--- src/arq_pkg.sv ---
// ----------------------------------------------------------------------------
// ARQ tracker package
// Field widths, operation and status codes, and shared types.
// ----------------------------------------------------------------------------
`timescale 1ns / 1ps
`default_nettype none

package arq_pkg;

  localparam int MAX_SEGMENTS_DEF = 64;
  localparam int TICK_WIDTH_DEF   = 16;

  localparam int MODE_W     = 2;
  localparam int ID_W       = 6;
  localparam int STATUS_W   = 2;
  localparam int TIMEOUT_W  = 15;
  localparam int SEGCNT_W   = 7;
  localparam int CFG_ADDR_W = 1;
  localparam int CFG_DATA_W = 15;
  localparam int IN_DATA_W  = 8;
  localparam int OUT_DATA_W = 16;

  localparam logic [TIMEOUT_W-1:0] TIMEOUT_RESET = TIMEOUT_W'(100);

  localparam logic [CFG_ADDR_W-1:0] CFG_TIMEOUT   = 1'b0;
  localparam logic [CFG_ADDR_W-1:0] CFG_SEG_COUNT = 1'b1;

  typedef enum logic [MODE_W-1:0] {
    MODE_SEND  = 2'd0,
    MODE_ACK   = 2'd1,
    MODE_CHECK = 2'd2,
    MODE_TICK  = 2'd3
  } mode_e;

  typedef enum logic [STATUS_W-1:0] {
    STATUS_DONE        = 2'd0,
    STATUS_ACKED       = 2'd1,
    STATUS_OUTSTANDING = 2'd2,
    STATUS_NONE        = 2'd3
  } status_e;

  // per-segment flags carried along the cell row
  typedef struct packed {
    logic valid;
    logic acked;
  } seg_flags_t;

  typedef struct packed {
    logic            all_acked;
    logic [ID_W-1:0] resend_id;
    logic            resend_valid;
    status_e         status;
  } arq_result_t;

endpackage

`default_nettype wire

--- src/arq_cell.sv ---
// ----------------------------------------------------------------------------
// ARQ tracker cell
// Holds one segment entry and takes its neighbor's entry on each shift.
// ----------------------------------------------------------------------------
`timescale 1ns / 1ps
`default_nettype none

module arq_cell
  import arq_pkg::*;
#(
  parameter int TICK_WIDTH = TICK_WIDTH_DEF
) (
  input  wire logic                  clk,
  input  wire logic                  rst,
  input  wire logic                  shift,
  input  wire seg_flags_t            in_flags,
  input  wire logic [TICK_WIDTH-1:0] in_tick,
  output seg_flags_t                 flags,
  output logic      [TICK_WIDTH-1:0] tick
);

  always_ff @(posedge clk) begin
    if (rst) begin
      flags <= '0;
    end else if (shift) begin
      flags <= in_flags;
    end
  end

  // send tick is only read behind a valid flag
  always_ff @(posedge clk) begin
    if (shift) begin
      tick <= in_tick;
    end
  end

endmodule

`default_nettype wire

--- src/arq_head.sv ---
// ----------------------------------------------------------------------------
// ARQ tracker head unit
// Updates the entry passing the head of the row and builds the item result.
// ----------------------------------------------------------------------------
`timescale 1ns / 1ps
`default_nettype none

module arq_head
  import arq_pkg::*;
#(
  parameter int MAX_SEGMENTS = MAX_SEGMENTS_DEF,
  parameter int TICK_WIDTH   = TICK_WIDTH_DEF,
  parameter int IDX_W        = $clog2(MAX_SEGMENTS)
) (
  input  wire logic                  clk,
  input  wire logic                  start,
  input  wire mode_e                 start_mode,
  input  wire logic [ID_W-1:0]       start_id,
  input  wire logic                  step,
  input  wire logic [IDX_W-1:0]      idx,
  input  wire logic [TICK_WIDTH-1:0] cur_tick,
  input  wire logic [TIMEOUT_W-1:0]  timeout,
  input  wire logic [SEGCNT_W-1:0]   seg_count,
  input  wire seg_flags_t            head_flags,
  input  wire logic [TICK_WIDTH-1:0] head_tick,
  output seg_flags_t                 new_flags,
  output logic      [TICK_WIDTH-1:0] new_tick,
  output arq_result_t                result
);

  localparam int SEL_W = (IDX_W > ID_W) ? IDX_W : ID_W;
  localparam int CNT_W = (IDX_W > SEGCNT_W) ? IDX_W : SEGCNT_W;
  localparam int AGE_W = (TICK_WIDTH > TIMEOUT_W) ? TICK_WIDTH : TIMEOUT_W;

  mode_e                 op_mode;
  logic [ID_W-1:0]       op_id;
  status_e               status;
  logic                  found;
  logic [TICK_WIDTH-1:0] best_age;
  logic [ID_W-1:0]       best_id;
  logic                  all_acked;

  logic                  sel;
  logic                  in_count;
  logic [TICK_WIDTH-1:0] age;
  logic                  expired;
  logic                  take;

  assign sel      = (SEL_W'(idx) == SEL_W'(op_id));
  assign in_count = (CNT_W'(idx) < CNT_W'(seg_count));
  assign age      = cur_tick - head_tick;
  assign expired  = (op_mode == MODE_CHECK) && head_flags.valid &&
                    (AGE_W'(age) > AGE_W'(timeout));
  // scan runs upward, so an equal age lets the higher id win
  assign take     = expired && (!found || (age <= best_age));

  always_comb begin
    new_flags = head_flags;
    new_tick  = head_tick;
    unique case (op_mode)
      MODE_SEND: begin
        if (sel && !head_flags.acked && !head_flags.valid) begin
          new_flags.valid = 1'b1;
          new_tick        = cur_tick;
        end
      end
      MODE_ACK: begin
        if (sel) begin
          new_flags.valid = 1'b0;
          new_flags.acked = 1'b1;
        end
      end
      default: ;
    endcase
  end

  always_ff @(posedge clk) begin
    if (start) begin
      op_mode   <= start_mode;
      op_id     <= start_id;
      status    <= STATUS_DONE;
      found     <= 1'b0;
      best_age  <= '0;
      best_id   <= '0;
      all_acked <= 1'b1;
    end else if (step) begin
      if (sel && (op_mode == MODE_SEND)) begin
        if (head_flags.acked) begin
          status <= STATUS_ACKED;
        end else if (head_flags.valid) begin
          status <= STATUS_OUTSTANDING;
        end
      end
      if (take) begin
        found    <= 1'b1;
        best_age <= age;
        best_id  <= ID_W'(idx);
      end
      all_acked <= all_acked & (new_flags.acked | !in_count);
    end
  end

  always_comb begin
    result.status       = (op_mode == MODE_CHECK) ? (found ? STATUS_DONE : STATUS_NONE)
                                                  : status;
    result.resend_valid = found;
    result.resend_id    = best_id;
    result.all_acked    = all_acked;
  end

endmodule

`default_nettype wire

--- src/arq_retransmit_tracker.sv ---
// Each item rotates the whole cell row once past the single head unit, which holds the
//   age comparisons; the finished result is then loaded into the output register once
//   that register is free. The input stays closed until then, so a new item is taken
//   only after the previous one has left the ring.
// The next item is taken while the previous result waits in the output register.
// Reset clears the outstanding and acknowledged flags, the tick counter and the
//   registers (timeout 100, segment count 0); stored send ticks are not cleared.
// ----------------------------------------------------------------------------
// ARQ retransmit tracker
// Selective-repeat sender table of outstanding segments held in a ring of cells.
// ----------------------------------------------------------------------------
`timescale 1ns / 1ps
`default_nettype none

module arq_retransmit_tracker
  import arq_pkg::*;
#(
  parameter int MAX_SEGMENTS = MAX_SEGMENTS_DEF,
  parameter int TICK_WIDTH   = TICK_WIDTH_DEF
) (
  input  wire logic                  clk,
  input  wire logic                  rst,
  input  wire logic                  s_tvalid,
  output logic                       s_tready,
  input  wire logic [IN_DATA_W-1:0]  s_tdata,   // segment_id[5:0], zero pad[7:6]
  input  wire logic [MODE_W-1:0]     s_tuser,   // mode[1:0]
  output logic                       m_tvalid,
  input  wire logic                  m_tready,
  // status[1:0], resend_valid[2], resend_id[8:3], all_acked[9], zero pad[15:10]
  output logic      [OUT_DATA_W-1:0] m_tdata,
  input  wire logic                  cfg_we,
  input  wire logic [CFG_ADDR_W-1:0] cfg_addr,
  input  wire logic [CFG_DATA_W-1:0] cfg_wdata
);

  localparam int                IDX_W = $clog2(MAX_SEGMENTS);
  localparam logic [IDX_W-1:0]  LAST  = IDX_W'(MAX_SEGMENTS - 1);
  localparam int                PAD_W = OUT_DATA_W - ($bits(arq_result_t));

  typedef enum logic [1:0] {
    S_IDLE,
    S_SCAN,
    S_HOLD
  } state_t;

  state_t                state;
  logic [IDX_W-1:0]      idx;
  logic [TICK_WIDTH-1:0] current_tick;
  logic [TIMEOUT_W-1:0]  timeout_ticks;
  logic [SEGCNT_W-1:0]   segment_count;

  logic                  start;
  logic                  step;
  logic                  out_free;
  logic                  emit;

  seg_flags_t            cell_flags [MAX_SEGMENTS];
  logic [TICK_WIDTH-1:0] cell_tick  [MAX_SEGMENTS];
  seg_flags_t            new_flags;
  logic [TICK_WIDTH-1:0] new_tick;
  arq_result_t           result;

  assign s_tready = (state == S_IDLE);
  assign start    = s_tvalid && s_tready;
  assign step     = (state == S_SCAN);
  assign out_free = !m_tvalid || m_tready;
  // the head registers have taken the last entry once the scan has ended
  assign emit     = (state == S_HOLD) && out_free;

  always_ff @(posedge clk) begin
    if (rst) begin
      timeout_ticks <= TIMEOUT_RESET;
      segment_count <= '0;
    end else if (cfg_we) begin
      unique case (cfg_addr)
        CFG_TIMEOUT:   timeout_ticks <= cfg_wdata[TIMEOUT_W-1:0];
        CFG_SEG_COUNT: segment_count <= cfg_wdata[SEGCNT_W-1:0];
      endcase
    end
  end

  always_ff @(posedge clk) begin
    if (rst) begin
      state        <= S_IDLE;
      idx          <= '0;
      current_tick <= '0;
      m_tvalid     <= 1'b0;
    end else begin
      if (emit) begin
        m_tvalid <= 1'b1;
        m_tdata  <= {PAD_W'(0), result};
      end else if (m_tready) begin
        m_tvalid <= 1'b0;
      end
      unique case (state)
        S_IDLE: begin
          if (start) begin
            state <= S_SCAN;
            idx   <= '0;
            if (mode_e'(s_tuser) == MODE_TICK) begin
              current_tick <= current_tick + TICK_WIDTH'(1);
            end
          end
        end
        S_SCAN: begin
          if (idx == LAST) begin
            idx   <= '0;
            state <= S_HOLD;
          end else begin
            idx <= idx + IDX_W'(1);
          end
        end
        S_HOLD: begin
          if (emit) begin
            state <= S_IDLE;
          end
        end
        default: state <= S_IDLE;
      endcase
    end
  end

  // ring: each cell takes its upper neighbor, the top cell takes the head's update
  for (genvar k = 0; k < MAX_SEGMENTS; k++) begin : g_cell
    if (k == MAX_SEGMENTS - 1) begin : g_top
      arq_cell #(
        .TICK_WIDTH (TICK_WIDTH)
      ) u_cell (
        .clk      (clk),
        .rst      (rst),
        .shift    (step),
        .in_flags (new_flags),
        .in_tick  (new_tick),
        .flags    (cell_flags[k]),
        .tick     (cell_tick[k])
      );
    end else begin : g_mid
      arq_cell #(
        .TICK_WIDTH (TICK_WIDTH)
      ) u_cell (
        .clk      (clk),
        .rst      (rst),
        .shift    (step),
        .in_flags (cell_flags[k+1]),
        .in_tick  (cell_tick[k+1]),
        .flags    (cell_flags[k]),
        .tick     (cell_tick[k])
      );
    end
  end

  arq_head #(
    .MAX_SEGMENTS (MAX_SEGMENTS),
    .TICK_WIDTH   (TICK_WIDTH),
    .IDX_W        (IDX_W)
  ) u_head (
    .clk        (clk),
    .start      (start),
    .start_mode (mode_e'(s_tuser)),
    .start_id   (s_tdata[ID_W-1:0]),
    .step       (step),
    .idx        (idx),
    .cur_tick   (current_tick),
    .timeout    (timeout_ticks),
    .seg_count  (segment_count),
    .head_flags (cell_flags[0]),
    .head_tick  (cell_tick[0]),
    .new_flags  (new_flags),
    .new_tick   (new_tick),
    .result     (result)
  );

endmodule

`default_nettype wire

--- config.mk ---
export PLATFORM = sky130hd
export DESIGN_NAME = arq_retransmit_tracker
export DESIGN_NICKNAME = d
export VERILOG_FILES = /design/src/arq_pkg.sv /design/src/arq_cell.sv /design/src/arq_head.sv /design/src/arq_retransmit_tracker.sv
export SDC_FILE = /design/constraint.sdc
export NUM_CORES = 1
export LEC_CHECK = 0
export ABC_AREA = 1
export BUFFER_PORTS_ARGS = -buffer_cell sky130_fd_sc_hd__buf_2
export CORE_MARGIN = 2
export CORE_UTILIZATION = 30
export CTS_BUF_LIST = sky130_fd_sc_hd__clkbuf_16
export DETAILED_ROUTE_END_ITERATION = 10
export REMOVE_ABC_BUFFERS = 1
export SETUP_SLACK_MARGIN = 0.15
export SYNTH_ARGS = -nofsm -noshare
export SYNTH_HDL_FRONTEND = slang
export SYNTH_HIERARCHICAL = 1
export SYNTH_SLANG_ARGS = --single-unit
--- constraint.sdc ---
create_clock -name clk -period 66.5 [get_ports clk]
set_clock_uncertainty 0.05 [all_clocks]
set_input_delay 6.65 -clock clk [delete_from_list [all_inputs] [get_ports clk]]
set_output_delay 6.65 -clock clk [all_outputs]
set_load 0.03 [all_outputs]
==> results.cfg, run 1 <==
[run_status]
outcome = finished, final reports clean

[routing]
ant_nets = 0
vias_per_cell = 3.99
drc = 0
num_vias = 18700
wl_um = 56800
wire_per_inst_um = 12.1
drtIter0Drc = 1408
firstDrtPassIters = 4

[synthesis]
ys_seq_area_share_pct = 84.7
synth_area_leaders = edfxtp_1 75%, dfxtp_1 9.6%, nand2_1 3.7%
synth.top_cell.area_share_pct = 75.0
synth_seq_cells = 1243
synth_area_mm2 = 0.0417
synthCells = 2655
async_flop_share_pct = 0
avgSynthCellArea_um2 = 15.7
yosys.area.top_type = edfxtp_1
yosysUniqueCellTypes = 43
synth_common_cells = 1042 x edfxtp_1, 408 x nand2_1, 391 x nor2_1
synth-edff-count = 1042
yosysWarnings = 6
synthFlopType = edfxtp_1
synth.most_common_cell = edfxtp_1

[finish]
finalInstanceArea_mm2 = 0.0477
final_cells = 4688
drive_gt1_share_pct = 8.22
syn_to_final_growth_pct = 14.3
layout.nets = 2888
antennaDiodeCount = 0

[setup_path]
cp_data_arrival_time_ns = 1.53
cpMaxStageDelayCell = edfxtp_1
max_stage_delay_ns = 0.53
endpoint_kind = output port
crit_buf_inv = 1
crit_path_start_kind = flop
cp_max_fo = 1
cp_data_required_time_ns = 59.80
worstSetupPathType = reg2out
crit_path_cell_trace = buf_2
cpLargestDelayFamily = flip-flops

[clocking]
ctsHoldBuffers = 0
path_clk_slew_ns = 0.06
clk_path_buf_depth = 3
cts_root_buffer = clkbuf_16
cts_tree = built
clkLatencyLatePin_ns = 0.69
htreeDepth = 3
cts_setup_buffers = 0
cts_sinks = 1243
ctsResizeCount = 0
cts_made_buffers = 108

[run]
max_cap_viol_count = 0

[floorplanning]
io_pins = 49
start_util_pct = 30.3
core-area_mm2 = 0.138
die_w_um = 377
rows = 136
fp.dieH_um = 377
dieArea_mm2 = 0.142

[global_route]
grt_use_total_pct = 7.99
grt_overflow = 0
grt_pass1_wl_um = 91200
grt_pass1_vias = 17300
antenna_found_initial = 1
grt_max_degree = 204

[placed_design]
gp_congestion = 0.763
dpl.cell_count = 4486
place_area_mm2 = 0.0442
port_buffers = 40
pre_cts_ws_ns = 58.14
hpwlAfterDp_um = 31600

[timing]
rsz0062_at_grt = no
finalCriticalPeriod_ns = 8.23
setup_ws_ns = 58.27
setup_violations = 0
fmax_mhz = 122
timing.final.crit_share_pct = 12.4
worst_slew_pin_slew_ns = 1.16
whs_ns = 0.341
slew_headroom_pct = 22.6
final_hold_viol_count = 0
tns_ns = 0
final-max-slew-violation-count = 0

[power]
peakVddDrop_v = 0.0000230
pwr-share-clk_pct = 39.1
p_sw_uw = 322
p_leak_uw = 0.0166
comb_power_share_pct = 3.2
power_frac_seq_pct = 57.7
swShare_pct = 20.6
powerDensity_mw_per_mm2 = 32.7
intPower_uw = 1240

[min_path]
hold_class = reg2reg
-- path summary, 6_finish.rpt --
path	depth (start not counted)	slack [ns]	start	endpoint
max	1	58.27	m_tdata[9]$_DFFE_PP_	m_tdata[9]
min	0	0.34	g_cell[20].g_mid.u_cell/tick[3]$_DFFE_PP_	g_cell[19].g_mid.u_cell/tick[3]$_DFFE_PP_
max reg2reg	7	60.96	state[0]$_SDFFE_PP0P_	g_cell[26].g_mid.u_cell/tick[13]$_DFFE_PP_
min reg2reg	0	0.34	g_cell[20].g_mid.u_cell/tick[3]$_DFFE_PP_	g_cell[19].g_mid.u_cell/tick[3]$_DFFE_PP_
-- metrics by stage --
step | util, % | power (µW)
finish | 34.6 | 1560
global route | 34.6 | 1620
CTS | 34.6 | 1580
detailed placement | 32.1 | 967
global placement | 32.1 | 965
floorplan | - | 1080
-- layout by cell type (no fill, tap or decap), types with 4 or more instances in the layout --
cell type   Yosys  routed
a21o_1          4       4
a21oi_1        75      75
buf_2           5      40
buf_4           9      15
bufinv_16       0      10
clkbuf_16       0     108
clkinv_1        0      23
clkinv_2        0      14
clkinv_4        0       5
clkinvlp_4      0       4
conb_1          1       6
dfxtp_1       201     201
edfxtp_1     1042    1042
ha_1           53      53
inv_1         314     341
nand2_1       408     408
nand2_2         5       5
nand3_1        20      20
nand3_2        11      11
nand4_1        10      10
nor2_1        391     390
nor2_4          3       4
nor3_1          7       7
o21ai_0        38      38
xor2_1         17      17
-- area by class of cell --
| cell class | instances | area (µm²) |
|---|---|---|
| fill | 12900 | 90000 |
| sequential | 1243 | 35300 |
| multi-input combinational | 1077 | 5070 |
| clock buffer | 108 | 2700 |
| tap | 1794 | 2240 |
| inverter | 315 | 1180 |
| clock inverter | 93 | 798 |
| timing repair buffer | 58 | 380 |
-- sequential cells by signal, summed over array words and instances, names as in the netlist, 6 cells and up --
| name | count |
|---|---|
| timeout_ticks | 15 |
| idx | 6 |
| u_head/best_id | 6 |
| u_head/best_age | 16 |
| m_tdata | 10 |
| u_head/op_id | 6 |
| g_cell.g_mid.u_cell/flags | 126 |
| g_cell.g_mid.u_cell/tick | 1008 |
| g_cell.g_top.u_cell/tick | 16 |
| current_tick | 16 |
| segment_count | 7 |
-- cell families after synthesis --
group | after synthesis | synth area share [%]
flops | 1243 | 84.7
simple gates | 866 | 8.35
buf+inv | 340 | 3.25
compound gates | 131 | 1.67
fa+ha+maj | 54 | 1.64
xor+xnor | 20 | 0.420
other cells | 1 | 0.00899
-- power by group through the flow --
stage	combinational, µW	clock [µW]	sequential (µW)
floorplan	83.8	0	997
global placement	49.4	0	916
detailed placement	50.2	0	917
CTS	50.3	632	901
global route	57.8	661	904
finish	49.2	610	900
-- per-layer routing --
layer	up-vias	GRT usage, %	routed length [µm]
li1	9385	-	-
met1	8971	12.4	30300
met2	231	10.6	22700
met3	109	1.83	2250
met4	0	3.18	1480
met5	-	0	0
(Power assumes the default switching activity.)
==> run 2, diff against run 1 <==
==> constraint.sdc (replaced) <==
create_clock -name clk -period 6.8 [get_ports clk]
set_clock_uncertainty 0.05 [all_clocks]
set_input_delay 0.68 -clock clk [delete_from_list [all_inputs] [get_ports clk]]
set_output_delay 0.68 -clock clk [all_outputs]
set_load 0.03 [all_outputs]
==> results.cfg, run 2 (synthesis gave the netlist of run 1 again) <==
[setup_path]
worstSetupPathType = reg2reg
cpMaxStageDelayCell = edfxtp_1
reg2reg_to = u_head/best_id[5]$_SDFFE_PP0P_
crit_path_start_kind = flop
cp_data_arrival_time_ns = 4.78
startpoint = g_cell[0].g_mid.u_cell/tick[0]$_DFFE_PP_
rr_startpoint = g_cell[0].g_mid.u_cell/tick[0]$_DFFE_PP_
cp_max_fo = 24
cpMostUsedCell = nand2_1
cp_data_required_time_ns = 7.38
max_stage_delay_ns = 0.48
endpoint_kind = flop
crit_path_cell_trace = ha_1 > inv_1 > fa_1 > nand3_1 > nand2_1 > nand2_1 > a21oi_1 > nand3_1 > nand2_1 > xor2_1 > ha_1 > nand2_1 > nor2_1 > nor3b_2 > a21oi_1 > nand2_2 > nand2_1 > nor2_1 > nand2_2 > nand2_4 > nand2_1 > nand2_1 > nor2_1
r2r_slack_ns = 2.59
reg2reg_depth = 23

[min_path]
holdPathStages = 1
hold_end = u_head/op_id[3]$_DFFE_PP_
hold_class = in2reg
hp-start = s_tdata[3]

[timing]
finalCriticalPeriod_ns = 4.21
rsz0062_at_grt = no
slew_headroom_pct = 18.2
final-max-slew-violation-count = 0
setup_violations = 0
worst_slew_pin_slew_ns = 1.22
timing.final.crit_share_pct = 61.8
setup_ws_ns = 2.59
fmax_mhz = 238
tns_ns = 0
final_hold_viol_count = 0

[finish]
syn_to_final_growth_pct = 14.6
layout.nets = 2889
final_util_pct = 34.7
layout_commonest_cell = edfxtp_1
layout_common_cells = 1042 x edfxtp_1, 408 x nand2_1, 390 x nor2_1, 328 x inv_1, 201 x dfxtp_1
final_cells = 4694
drive_gt1_share_pct = 8.52
reg_top3 = g_cell.g_mid.u_cell/tick x1008, g_cell.g_mid.u_cell/flags x126
largest_reg_flops = 1008
regMostFlops = g_cell.g_mid.u_cell/tick

[power]
comb_power_share_pct = 3.2
power_frac_seq_pct = 57.1
p_total_uw = 15400
pwr-share-clk_pct = 39.7
swShare_pct = 20.6
intPower_uw = 12200
peakVddDrop_v = 0.000238
powerDensity_mw_per_mm2 = 322
p_leak_uw = 0.0166
p_sw_uw = 3180

[global_route]
grt_pass1_wl_um = 91100
grt_pass1_vias = 17000
grt_max_degree = 203
grt_overflow = 0
grt_use_total_pct = 8.00
antenna_found_initial = 1

[clocking]
cts_root_buffer = clkbuf_16
cts_sinks = 1243
cts_made_buffers = 109
ctsHoldBuffers = 0
path_clk_slew_ns = 0.06
htreeDepth = 3
clkLatencyLatePin_ns = 0.70
ctsResizeCount = 0
cts_setup_buffers = 0
clk_path_buf_depth = 3
cts_tree = built

[placed_design]
dpl.cell_count = 4487
port_buffers = 40
pre_cts_ws_ns = 2.69
hpwlAfterDp_um = 31200
gp_congestion = 0.773

[routing]
firstDrtPassIters = 7
drtIter0Drc = 1688
wl_um = 57300
wire_per_inst_um = 12.2
num_vias = 18600
ant_nets = 0
drc = 0
vias_per_cell = 3.97

[run]
max_cap_viol_count = 0

[floorplanning]
dieArea_mm2 = 0.142
fp.dieH_um = 377
io_pins = 49
rows = 136
die_w_um = 377
core-area_mm2 = 0.138
start_util_pct = 30.3

[run_status]
outcome = finished, final reports clean
[run 2: worst max path at each step]
stage	slack, ns	depth (start not counted)	to
2_1_floorplan	-49.68	11	u_head/best_age[12]$_SDFFE_PP0P_
5_1_grt	2.23	24	u_head/best_id[5]$_SDFFE_PP0P_
3_5_place_dp	2.69	22	u_head/found$_SDFFE_PP0P_
4_1_cts	2.62	23	u_head/best_id[5]$_SDFFE_PP0P_
3_3_place_gp	2.70	22	u_head/found$_SDFFE_PP0P_
6_report	2.59	23	u_head/best_id[5]$_SDFFE_PP0P_
[run 2: final cells by class]
type,instances,area (µm²)
Multi-Input combinational cell,1077,5070
Sequential cell,1243,35300
Clock inverter,96,848
Timing Repair Buffer,58,373
Inverter,315,1180
Antenna cell,1,2.50
Fill cell,13000,89900
Tap cell,1794,2240
Clock buffer,110,2750
[run 2: critical path: cells and delay by family (launching register included)]
kind	cells	cell delay (ns)
compound gates	2	0.39
simple gates	16	2.09
flops	1	0.48
fa+ha+maj	3	0.74
xor+xnor	1	0.30
buf+inv	1	0.08
[run 2: per-stage QoR]
stage | area (µm²) | hold WS (ns)
6_report | 47800 | 0.107
4_1_cts | 47800 | 0.0357
2_1_floorplan | 41600 | 0.350
5_1_grt | 47800 | 0.0506
3_5_place_dp | 44200 | 0.355
3_3_place_gp | 44200 | 0.350
[run 2: metal layers]
layer	GRT usage, %	routed length (µm)
met1	12.5	30900
met2	10.4	22400
met3	2.30	2760
met4	2.60	1180
met5	0	0
[run 2: power groups by stage]
stage          registers, µW  logic [µW]  clock network [µW]
6_report                8800         486                6110
5_1_grt                 8830         567                6620
4_1_cts                 8800         496                6320
3_5_place_dp            8960         496                   0
3_3_place_gp            8960         488                   0
2_1_floorplan           9750         820                   0
